<file path="config.mk">
export PLATFORM = sky130hd
export DESIGN_NAME = modular_exponentiation
export DESIGN_NICKNAME = d
export VERILOG_FILES = /design/src/rtl/core/mexp_pkg.sv /design/src/rtl/core/modular_exponentiation.sv
export SDC_FILE = /design/constraint.sdc
export NUM_CORES = 1
export LEC_CHECK = 0
export ABC_CLOCK_PERIOD_IN_PS = 7700
export BUFFER_PORTS_ARGS = -buffer_cell sky130_fd_sc_hd__buf_4
export CAP_MARGIN = 20
export CELL_PAD_IN_SITES_DETAIL_PLACEMENT = 0
export CELL_PAD_IN_SITES_GLOBAL_PLACEMENT = 1
export CORE_UTILIZATION = 46
export DETAILED_ROUTE_END_ITERATION = 8
export GPL_TIMING_DRIVEN = 0
export HOLD_SLACK_MARGIN = 0.08
export PLACE_DENSITY_LB_ADDON = 0.12
export SYNTH_ARGS = -nofsm -noshare
export SYNTH_HDL_FRONTEND = slang
export SYNTH_SLANG_ARGS = --single-unit
</file>
<file path="constraint.sdc">
create_clock -name clk -period 7.7 [get_ports clk]
set_clock_uncertainty 0.1 [all_clocks]
set_input_delay 1.54 -clock clk [delete_from_list [all_inputs] [get_ports clk]]
set_output_delay 1.54 -clock clk [all_outputs]
set_load 0.01 [all_outputs]
</file>
<file path="src/rtl/core/mexp_pkg.sv">
// Shared constants and types for the modular exponentiation block.
// No dependencies; imported by the core and its checker.
package mexp_pkg;
	localparam int WIDTH  = 32;
	localparam int CNT_W  = $clog2(WIDTH);
	localparam int ADDR_W = 3;
	localparam int DATA_W = 32;

	localparam logic [WIDTH-1:0] EXP_RESET = WIDTH'(65537);
	localparam logic [WIDTH-1:0] MOD_RESET = WIDTH'(1);

	typedef enum logic {
		REG_EXPONENT,
		REG_MODULUS
	} reg_idx_t;
endpackage

</file>
<file path="src/rtl/core/modular_exponentiation.sv">
// From start to done: the base is reduced modulo the modulus one bit at a time, then one
// modular multiply (square or multiply) per exponent step, each bit-serial shift-add;
// when the modulus is zero the block goes straight to its done state.
// One base at a time: busy stays high from start until done. The bit-serial
// shift-add multiplier does one modular add per cycle. The receiver cannot stall.
// Reset (arst_n low): idle, exponent 65537, modulus 1, no result pending. Depends on mexp_pkg.
module modular_exponentiation (
	input  logic                         clk,
	input  logic                         arst_n,
	input  logic                         psel,
	input  logic                         penable,
	input  logic                         pwrite,
	input  logic [mexp_pkg::ADDR_W-1:0]  paddr,
	input  logic [mexp_pkg::DATA_W-1:0]  pwdata,
	output logic [mexp_pkg::DATA_W-1:0]  prdata,
	output logic                         pready,
	input  logic                         start,
	input  logic [mexp_pkg::WIDTH-1:0]   base,
	output logic                         busy,
	output logic                         done,
	output logic [mexp_pkg::WIDTH-1:0]   power_mod
);
	import mexp_pkg::*;

	typedef enum logic [1:0] {
		ST_IDLE,
		ST_RED,
		ST_MUL,
		ST_DONE
	} state_t;

	function automatic logic [WIDTH-1:0] add_mod(input logic [WIDTH-1:0] a,
			input logic [WIDTH-1:0] b, input logic [WIDTH-1:0] m);
		logic [WIDTH:0]   s;
		logic [WIDTH+1:0] d;
		s = {1'b0, a} + {1'b0, b};
		d = {1'b0, s} - {2'b0, m};
		return d[WIDTH+1] ? s[WIDTH-1:0] : d[WIDTH-1:0];
	endfunction

	state_t           state_q;
	logic [WIDTH-1:0] exp_q, mod_q;
	logic             done_q;
	logic [WIDTH-1:0] power_mod_q;

	logic [WIDTH-1:0] e_q, b_q, sq_q, acc_q, x_q, y_q, p_q;
	logic [CNT_W-1:0] cnt_q;
	logic             phase_q, sqr_q;

	logic             cfg_wr, accept;
	logic [WIDTH:0]   red_t;
	logic [WIDTH+1:0] red_d;
	logic [WIDTH-1:0] red_val;
	logic [WIDTH-1:0] p_next;
	logic             bit_done, end_op, go_done, go_sqr;
	logic [WIDTH-1:0] new_sq, new_e, new_acc;

	assign pready = 1'b1;
	assign cfg_wr = psel && penable && pwrite && pready;
	assign accept = start && !busy;
	assign busy   = (state_q != ST_IDLE);
	assign done   = done_q;
	assign power_mod = power_mod_q;

	always_comb begin
		unique case (reg_idx_t'(paddr[2]))
			REG_EXPONENT: prdata = DATA_W'(exp_q);
			REG_MODULUS:  prdata = DATA_W'(mod_q);
			default:      prdata = '0;
		endcase
	end

	assign red_t   = {sq_q, b_q[WIDTH-1]};
	assign red_d   = {1'b0, red_t} - {2'b0, mod_q};
	assign red_val = red_d[WIDTH+1] ? red_t[WIDTH-1:0] : red_d[WIDTH-1:0];

	assign p_next   = add_mod(p_q, phase_q ? x_q : p_q, mod_q);
	assign bit_done = phase_q || !y_q[WIDTH-1];

	always_comb begin
		end_op  = ((state_q == ST_RED) && (cnt_q == '0)) ||
			((state_q == ST_MUL) && bit_done && (cnt_q == '0));
		new_sq  = (state_q == ST_RED) ? red_val : (sqr_q ? p_next : sq_q);
		new_e   = ((state_q == ST_MUL) && sqr_q) ? (e_q >> 1) : e_q;
		new_acc = ((state_q == ST_MUL) && !sqr_q) ? p_next : acc_q;
		go_done = 1'b0;
		go_sqr  = 1'b1;
		if (!((state_q == ST_MUL) && !sqr_q)) begin
			if (new_e == '0) begin
				go_done = 1'b1;
			end else if (new_e[0]) begin
				go_sqr = 1'b0;
			end
		end
	end

	always_ff @(posedge clk or negedge arst_n) begin
		if (!arst_n) begin
			state_q     <= ST_IDLE;
			exp_q       <= EXP_RESET;
			mod_q       <= MOD_RESET;
			done_q      <= 1'b0;
			power_mod_q <= '0;
		end else begin
			done_q <= 1'b0;
			if (cfg_wr) begin
				unique case (reg_idx_t'(paddr[2]))
					REG_EXPONENT: exp_q <= pwdata[WIDTH-1:0];
					REG_MODULUS:  mod_q <= pwdata[WIDTH-1:0];
					default: ;
				endcase
			end
			unique case (state_q)
				ST_IDLE: begin
					if (accept) begin
						state_q <= (mod_q == '0) ? ST_DONE : ST_RED;
					end
				end
				ST_RED, ST_MUL: begin
					if (end_op) begin
						state_q <= go_done ? ST_DONE : ST_MUL;
					end
				end
				ST_DONE: begin
					done_q      <= 1'b1;
					power_mod_q <= acc_q;
					state_q     <= ST_IDLE;
				end
				default: state_q <= ST_IDLE;
			endcase
		end
	end

	always_ff @(posedge clk) begin
		case (state_q)
			ST_IDLE: begin
				if (accept) begin
					e_q   <= exp_q;
					b_q   <= base;
					sq_q  <= '0;
					acc_q <= {{(WIDTH-1){1'b0}}, (mod_q > WIDTH'(1))};
					cnt_q <= CNT_W'(WIDTH-1);
				end
			end
			ST_RED: begin
				sq_q  <= red_val;
				b_q   <= b_q << 1;
				cnt_q <= cnt_q - 1'b1;
			end
			ST_MUL: begin
				p_q <= p_next;
				if (!phase_q && y_q[WIDTH-1]) begin
					phase_q <= 1'b1;
				end else begin
					phase_q <= 1'b0;
					y_q     <= y_q << 1;
					cnt_q   <= cnt_q - 1'b1;
				end
			end
			default: ;
		endcase
		if (end_op) begin
			sq_q    <= new_sq;
			e_q     <= new_e;
			acc_q   <= new_acc;
			x_q     <= new_sq;
			y_q     <= go_sqr ? new_sq : new_acc;
			sqr_q   <= go_sqr;
			p_q     <= '0;
			phase_q <= 1'b0;
			cnt_q   <= CNT_W'(WIDTH-1);
		end
	end
endmodule

</file>
==> impl_metrics.yaml, run 1 <==
detailed_routing:
  viasPerCell: 5.998
  drc: 0
  wl_per_cell_um: 24.93
  antenna_left: 0
  drt_iter0_markers: 1616
  dr.pass1.iters: 5
  vias: 17320
  routed_wirelength_mm: 71.98
sta:
  worst_slew_pin_slew_ns: 1.053
  min_period_ns: 7.433
  holdWs_ns: 0.4043
  finalHoldViolCount: 0
  finalSetupViolCount: 0
  period_share: 0.9653
  fin_setup_tns_ns: 0
  relSlewSlack: 0.2977
  drv_slew: 0
  fmax_ghz: 0.1345
clock_tree:
  cts_num_sinks: 330
  cts_root_buffer: "clkbuf_16"
  numCtsBuffers: 37
  cts_tree: "built"
  clkTransAtPathRegs_ns: 0.06
  clk_latency_ns: 0.56
  cts_buffer_depth: 3
  htree_levels: 2
synthesis:
  yosysUniqueCellTypes: 86
  synth_top_area_share: 0.2776
  ys_ff_latch: 330
  yosys-top-cells-area: "edfxtp_1 28%, dfrtp_1 12%, mux2_2 11%"
  yosys.area.top_type: "edfxtp_1"
  synth_flop_cell: "edfxtp_1"
  synth_cells: 2088
  ys_async_sr_fraction: 0.3000
  ys_warn_count: 0
  seq_area_frac_synth: 0.4329
  synth_edf_count: 193
  syn_avg_cell_area_um2: 9.999
  synthTopCellsByCount: "197 x mux2_2, 193 x edfxtp_1, 182 x nand2_1, 176 x nor2_1, 156 x o21ai_0"
  yosysMostFrequentCell: "mux2_2"
  netlist_area_um2: 20880
  syn_nets: 2267
setup_path:
  cp-end-kind: "flip-flop"
  cp_max_fo: 10
  crit_type: "reg -> reg"
  cp_num_buf_inv: 3
  cp_slowest_cell: "dfxtp_2"
  cp-start-kind: "flip-flop"
  crit_required_ns: 7.87
  cp_common_cell: "nand2_1"
  path_cells: "clkbuf_2, mux2_2, ha_1, a21oi_1, a211oi_1, a211oi_2, a31oi_1, o21ai_1, mux2i_1, nand2_1, ha_1, and3_1, nand2_1, a2111o_1, a21bo_1, o211ai_2, buf_12, buf_12, mux2i_4, nand2_1, a211oi_2, o21ai_0"
  arrival_ns: 7.60
  slowest_delay_ns: 0.54
  critPathTopFamily: "compound AO/OA/AOI/OAI gates"
placement:
  dpl.hpwl_mm: 57.17
  port_buffers: 135
  dp.cells: 2819
  gp_congestion: 1.008
global_routing:
  grt_pass1_wl_mm: 108.1
  grt_pass1_vias: 17130
  antenna_found_initial: 0
  grtUsageTotal: 0.3113
  grt_max_degree: 65
  grt-ovfl-total: 0
die:
  ios: 140
  dieHeight_um: 215.0
  dieArea_um2: 46240
  die_w_um: 215.0
  initial_utilization: 0.4691
  num_rows: 77
  core_area_um2: 44510
final_layout:
  synthToLayoutAreaGrowth_pct: 15.37
  nets: 2445
  drive_above_1_share: 0.1966
  final-instance-count-excl-fill: 2887
status:
  outcome: "complete, no violations"
worst_hold_path:
  min_path_type: "reg -> reg"
run:
  max_cap_viol_count: 0
[worst reg2reg max path, cell delays in order (launching register included)]
cell and delay [ns]:
dfxtp_2 0.54, clkbuf_2 0.34, mux2_2 0.38, ha_1 0.35, a21oi_1 0.33, a211oi_1 0.14
a211oi_2 0.38, a31oi_1 0.25, o21ai_1 0.48, mux2i_1 0.26, nand2_1 0.09, ha_1 0.39
and3_1 0.25, nand2_1 0.10, a2111o_1 0.52, a21bo_1 0.26, o211ai_2 0.22, buf_12 0.23
buf_12 0.17, mux2i_4 0.47, nand2_1 0.16, a211oi_2 0.49, o21ai_0 0.23
[per-layer routing]
| metal | track usage | vias up | wire [um] |
|---|---|---|---|
| li1 | - | 8102 | - |
| met1 | 0.4230 | 8464 | 31580 |
| met2 | 0.4790 | 606 | 31630 |
| met3 | 0.05265 | 143 | 4681 |
| met4 | 0.1577 | 0 | 4090 |
| met5 | 0 | - | 0 |
[placed cells by master (no fill, tap or decap), types with 25 or more instances in the layout]
master and instances:
dfrtp_1 96, nor2_1 176, nand2_1 181, nand4_1 25, clkbuf_1 96, a21oi_1 118
dfxtp_1 37, a21o_1 47, nor3_1 33, a211oi_1 62, nand3_1 42, mux2_2 197
xnor2_1 43, xor2_1 32, o21ai_0 153, mux2i_1 62, inv_1 75, ha_1 103
clkbuf_16 39, buf_4 136, edfxtp_1 193
[cell families (layout without fill, tap and decap cells)]
kind of cell,Yosys count,count (layout),synth area share
xor gates and xnor gates,75,75,0.03146
other,1,2,0.0001796
DFF,330,330,0.4329
adders and majority gates,106,106,0.06461
buffers and inverters,191,397,0.03734
and+or+nand+nor,585,585,0.1302
muxes,271,271,0.1417
AOI/OAI and AO/OA,529,529,0.1616
[registers in the layout, summed over array words and instances, names as in the netlist, 2 cells and up]
register / flops
mod_q: 32
acc_q: 32
b_q: 32
p_q: 32
state_q: 2
power_mod: 32
cnt_q: 5
exp_q: 32
e_q: 32
y_q: 32
sq_q: 32
x_q: 32
[through the flow]
stage	setup WS [ns]	instance area (um2)	util
after floorplan	1.875	20880	-
after global placement	-1.559	22630	0.5085
after detailed placement	-1.461	22760	0.5113
after CTS	0.007722	24030	0.5399
after global routing	-0.002657	24080	0.5411
final	0.2672	24090	0.5411
[path summary, 6_finish.rpt]
| kind | from | to | slack (ns) | depth (start not counted) |
|---|---|---|---|---|
| min reg2reg | p_q[25]$_SDFFE_PN0P_ | p_q[25]$_SDFFE_PN0P_ | 0.40 | 2 |
| max reg2reg | phase_q$_SDFFE_PN0P_ | y_q[1]$_DFFE_PP_ | 0.27 | 22 |
| min | p_q[25]$_SDFFE_PN0P_ | p_q[25]$_SDFFE_PN0P_ | 0.40 | 2 |
| max in group asynchronous | arst_n | exp_q[16]$_DFFE_PN1P_ | 5.88 | 2 |
| min in group asynchronous | arst_n | state_q[0]$_DFFE_PN0P_ | 0.87 | 1 |
| max | phase_q$_SDFFE_PN0P_ | y_q[1]$_DFFE_PP_ | 0.27 | 22 |
[cell type report]
cell class / instances / area [um2]
antenna: 1 / 2.502
buffer: 112 / 486.7
clock buffer: 58 / 1097
clock inverter: 9 / 81.33
fill: 4121 / 20420
inverter: 78 / 292.8
multi-input combinational: 1567 / 11220
sequential: 330 / 9039
tap: 592 / 740.7
timing repair buffer: 140 / 1121
[timing repair]
action | in CTS | in global routing
hold buffers | 0 | 0
hold endpoints to repair | 0 | 0
resized for setup | 22 | 10
endpoints found under the setup margin | 125 | 60
buffers inserted | 0 | 0
Power of run 1 is left out: the tool's default activity adds up to more than one toggle a clock period on the data nets, which glitch-free logic cannot reach.
==> run 2, diff against run 1 <==
ABC_CLOCK_PERIOD_IN_PS = 9600   (was 7700)
CORE_MARGIN = 5   (was default)
clock period = 9.6 ns   (was 7.7 ns; I/O delays follow)
==> run 2 against run 1 <==
Critical path depth up 1. Sequential share of layout area increased by 0.19 points. Hold slack about the same. Clock-buffer cell count decreased by 4. Design area down 0.53%. Critical path type unchanged. Critical endpoint is now y_q[9]$_DFFE_PP_.
==> impl_metrics.yaml, run 2 (same netlist as run 1, synthesis figures left out) <==
status:
  outcome: "complete, no violations"
final_layout:
  synthToLayoutAreaGrowth_pct: 14.75
  multi_input_area_um2: 11080
  nFillCells: 4178
  layout.cells.most_common: "mux2_2"
  n_antenna_cell: 0
  nets: 2447
  final_cell_mix: "197 x mux2_2, 193 x edfxtp_1, 181 x nand2_1"
  drive_above_1_share: 0.1885
  regArea_um2: 9037
setup_path:
  critPathTopFamily: "compound AO/OA/AOI/OAI gates"
  crit_required_ns: 9.75
  crit_type: "reg -> reg"
  r2r_slack_ns: 0.51
  cp_slowest_cell: "mux2i_1"
  cp-start-kind: "flip-flop"
  worstRegToRegCells: 23
  cp-end-kind: "flip-flop"
  path_cells: "clkbuf_1, clkbuf_1, mux2_2, ha_1, a21o_1, a22o_1, a211oi_1, a31oi_1, o21ai_0, mux2i_1, nand2_1, ha_1, and3_1, nand2_1, a2111o_1, a21bo_1, o211ai_2, buf_12, buf_12, mux2i_1, nor2_1, a211oi_1, o21ai_0"
  timing.rr.end: "y_q[9]$_DFFE_PP_"
  slowest_delay_ns: 0.90
  cp_num_buf_inv: 4
  cp_max_fo: 10
  worstReg2RegStart: "phase_q$_SDFFE_PN0P_"
  arrival_ns: 9.24
worst_hold_path:
  hold_end: "power_mod[10]$_DFFE_PN0P_"
  min_path_type: "reg -> reg"
  hp-start: "power_mod[10]$_DFFE_PN0P_"
  min_path_cells: 1
detailed_routing:
  routed_wirelength_mm: 72.77
  antenna_left: 0
  drt_iter0_markers: 1751
  wl_per_cell_um: 25.12
  dr.pass1.iters: 7
  vias: 17370
  drc: 0
  viasPerCell: 5.996
clock_tree:
  numCtsBuffers: 37
  htree_levels: 2
  postCtsSetupRepairBufs: 0
  cts_num_sinks: 330
  clk_latency_ns: 0.56
  holdBufCountCts: 0
  cts_tree: "built"
  cts_buffer_depth: 3
  cts_root_buffer: "clkbuf_16"
  clkTransAtPathRegs_ns: 0.06
  cts_resized: 0
die:
  dieHeight_um: 223.0
  initial_utilization: 0.4620
  num_rows: 78
  die_w_um: 223.0
  ios: 140
  dieArea_um2: 49750
  core_area_um2: 45190
sta:
  relSlewSlack: 0.2042
  period_share: 0.9469
  finalWorstSetupSlack_ns: 0.5096
  drv_slew: 0
  rsz0062_at_grt: "false"
  finalHoldViolCount: 0
  worst_slew_pin_slew_ns: 1.160
  holdWs_ns: 0.4046
  fin_setup_tns_ns: 0
  min_period_ns: 9.090
  finalSetupViolCount: 0
  fmax_ghz: 0.1100
placement:
  pre_cts_slack_ns: 0.8037
  port_buffers: 135
  gp_congestion: 1.028
  dpl.hpwl_mm: 57.74
global_routing:
  grt_pass1_vias: 16980
  grtUsageTotal: 0.2839
  grt-ovfl-total: 0
  grt_pass1_wl_mm: 107.8
  grt_max_degree: 71
  antenna_found_initial: 0
run:
  max_cap_viol_count: 0
run 2: per-layer routing:
| layer | vias up | track usage | wire [um] |
|---|---|---|---|
| li1 | 8105 | - | - |
| met1 | 8434 | 0.3938 | 31480 |
| met2 | 685 | 0.4480 | 32990 |
| met3 | 146 | 0.03855 | 4607 |
| met4 | 0 | 0.1221 | 3689 |
| met5 | - | 0 | 0 |
run 2: worst max-delay path by stage:
stage                          from  slack [ns]  cells past startpoint               end
2_1_floorplan  phase_q$_SDFFE_PN0P_        3.77                     23  y_q[4]$_DFFE_PP_
3_5_place_dp   phase_q$_SDFFE_PN0P_        0.80                     23  y_q[9]$_DFFE_PP_
3_3_place_gp   phase_q$_SDFFE_PN0P_        0.52                     23  y_q[4]$_DFFE_PP_
6_report       phase_q$_SDFFE_PN0P_        0.51                     23  y_q[9]$_DFFE_PP_
5_1_grt        phase_q$_SDFFE_PN0P_        0.44                     23  y_q[9]$_DFFE_PP_
4_1_cts        phase_q$_SDFFE_PN0P_        0.77                     23  y_q[1]$_DFFE_PP_
run 2: worst reg2reg max path: stages, from the launching register on:
cell and delay (ns):
dfxtp_1 0.30, clkbuf_1 0.58, clkbuf_1 0.53, mux2_2 0.41, ha_1 0.33, a21o_1 0.20, a22o_1 0.27, a211oi_1 0.57
a31oi_1 0.33, o21ai_0 0.67, mux2i_1 0.26, nand2_1 0.09, ha_1 0.39, and3_1 0.23, nand2_1 0.08, a2111o_1 0.51
a21bo_1 0.27, o211ai_2 0.20, buf_12 0.22, buf_12 0.16, mux2i_1 0.90, nor2_1 0.10, a211oi_1 0.86, o21ai_0 0.23
run 2: per-stage QoR:
step / cell area [um2] / utilization / std cells
4_1_cts: 23950 / 0.5301 / 2896
2_1_floorplan: 20880 / - / 2088
3_3_place_gp: 22640 / 0.5011 / 2823
6_report: 23960 / 0.5302 / 2897
3_5_place_dp: 22750 / 0.5035 / 2828
5_1_grt: 23960 / 0.5302 / 2897
run 2: layout make-up:
| type | instances | share of cell area |
|---|---|---|
| multi-input combinational | 1567 | 0.4626 |
| sequential | 330 | 0.3772 |
| timing repair buffer | 141 | 0.04617 |
| clock buffer | 54 | 0.04476 |
| tap | 600 | 0.03133 |
| buffer | 113 | 0.02037 |
| inverter | 78 | 0.01222 |
| clock inverter | 14 | 0.005379 |
Power of run 2 is left out for the same reason.
==> run 3, diff against run 2 <==
ABC_CLOCK_PERIOD_IN_PS = 11600   (was 9600)
CORE_MARGIN = default   (was 5)
clock period = 11.6 ns   (was 9.6 ns; I/O delays follow)
==> run 3 against run 2 <==
Setup slack better by 1.7 ns. Global-route usage up 2.7 points. Fmax down 3.2%. Die area down 7.0%. Hold slack worse by 0.0035 ns. Sequential cell count unchanged. Via count down 0.17%.
==> impl_metrics.yaml, run 3 (same netlist as run 1, synthesis figures left out) <==
status:
  outcome: "complete, no violations"
sta:
  rsz0062_at_grt: "false"
  relSlewSlack: 0.1344
  finalHoldViolCount: 0
  fin_setup_tns_ns: 0
  drv_slew: 0
  min_period_ns: 9.389
  period_share: 0.8094
  finalSetupViolCount: 0
  fmax_ghz: 0.1065
  worst_slew_pin_slew_ns: 1.262
worst_hold_path:
  min_path_type: "reg -> reg"
  min_path_cells: 2
final_layout:
  n_antenna_cell: 0
  layout.cells.most_common: "mux2_2"
  utilization: 0.5379
  synthToLayoutAreaGrowth_pct: 14.67
  fin_area_um2: 23940
  nFillCells: 4139
  final-instance-count-excl-fill: 2887
  drive_above_1_share: 0.1874
  nets: 2446
  final_cell_mix: "197 x mux2_2, 193 x edfxtp_1, 181 x nand2_1"
global_routing:
  grtUsageTotal: 0.3110
  grt_pass1_vias: 17100
  grt-ovfl-total: 0
  grt_pass1_wl_mm: 108.0
  grt_max_degree: 65
  antenna_found_initial: 0
placement:
  dpl_cell_area_um2: 22760
  dpl.hpwl_mm: 57.17
  gp_congestion: 1.008
  port_buffers: 135
  dp.cells: 2819
detailed_routing:
  drt_iter0_markers: 1529
  drc: 0
  antenna_left: 0
  viasPerCell: 6.006
  dr.pass1.iters: 6
  wl_per_cell_um: 24.91
  vias: 17340
  routed_wirelength_mm: 71.93
setup_path:
  cp-start-kind: "flip-flop"
  worstRegToRegCells: 23
  cp_max_fo: 10
  cp-end-kind: "flip-flop"
  crit_required_ns: 11.75
  crit_type: "reg -> reg"
  r2r_slack_ns: 2.21
  arrival_ns: 9.54
die:
  core_area_um2: 44510
  die_w_um: 215.0
  dieArea_um2: 46240
  ios: 140
  num_rows: 77
  initial_utilization: 0.4691
  dieHeight_um: 215.0
clock_tree:
  cts_resized: 0
  clkTransAtPathRegs_ns: 0.06
  cts_tree: "built"
  cts_buffer_depth: 3
  postCtsSetupRepairBufs: 0
  cts_num_sinks: 330
  htree_levels: 2
  clk_latency_ns: 0.56
  cts_root_buffer: "clkbuf_16"
  holdBufCountCts: 0
  numCtsBuffers: 37
run:
  max_cap_viol_count: 0
==> run 3: changes by cell type in the layout (fill, tap and decap cells not counted) <==
| cell | previous run | this run |
|---|---|---|
| buf_12 | 4 | 3 |
| buf_16 | 1 | 3 |
| buf_2 | 10 | 9 |
| buf_8 | 1 | 0 |
| bufinv_16 | 2 | 1 |
| clkbuf_1 | 96 | 99 |
| clkbuf_8 | 4 | 5 |
| clkinv_1 | 6 | 4 |
| clkinv_4 | 1 | 0 |
| clkinv_8 | 0 | 1 |
| inv_6 | 2 | 0 |
==> run 3: layout make-up <==
class                           count  area, um2  share of cell area
Buffer                            113      488.0             0.02038
Multi-Input combinational cell   1567      11080              0.4629
Clock inverter                      9      81.33            0.003397
Inverter                           78      292.8             0.01223
Tap cell                          592      740.7             0.03094
Sequential cell                   330       9037              0.3775
Clock buffer                       58       1097             0.04583
Timing Repair Buffer              140       1121             0.04683
==> run 3: metal layers <==
metal	global-route usage	routed length [um]	share of wire
met5	0	0	0
met4	0.1525	3808	0.053
met3	0.05364	4863	0.068
met2	0.4812	31800	0.44
met1	0.4216	31450	0.44
==> run 3: through the flow <==
step | hold slack (ns) | setup WS (ns)
global placement | 0.3879 | 2.341
floorplan | 0.3768 | 5.775
detailed placement | 0.3951 | 2.439
global route | 0.4223 | 2.063
CTS | 0.4031 | 2.360
finish | 0.4011 | 2.211
==> run 3: worst max-delay path: stages (launching register included) <==
cell	delay (ns)
dfxtp_1	0.30
clkbuf_1	0.63
clkbuf_1	0.52
mux2_2	0.40
ha_1	0.35
a21oi_1	0.32
a211oi_1	0.12
a211oi_1	0.59
a31oi_1	0.30
o21ai_0	0.69
mux2i_1	0.27
nand2_1	0.09
ha_1	0.40
and3_1	0.24
nand2_1	0.09
a2111o_1	0.51
a21bo_1	0.26
o211ai_2	0.22
buf_12	0.22
buf_6	0.20
mux2i_1	0.96
nor2_1	0.07
a211oi_1	0.91
o21ai_0	0.27
==> run 3: final timing paths <==
path	startpoint	endpoint
setup / recovery	phase_q$_SDFFE_PN0P_	y_q[4]$_DFFE_PP_
max in group asynchronous	arst_n	exp_q[16]$_DFFE_PN1P_
hold / removal	p_q[26]$_SDFFE_PN0P_	p_q[26]$_SDFFE_PN0P_
hold reg to reg	p_q[26]$_SDFFE_PN0P_	p_q[26]$_SDFFE_PN0P_
setup reg to reg	phase_q$_SDFFE_PN0P_	y_q[4]$_DFFE_PP_
min in group asynchronous	arst_n	state_q[0]$_DFFE_PN0P_
Power of run 3 is left out for the same reason.
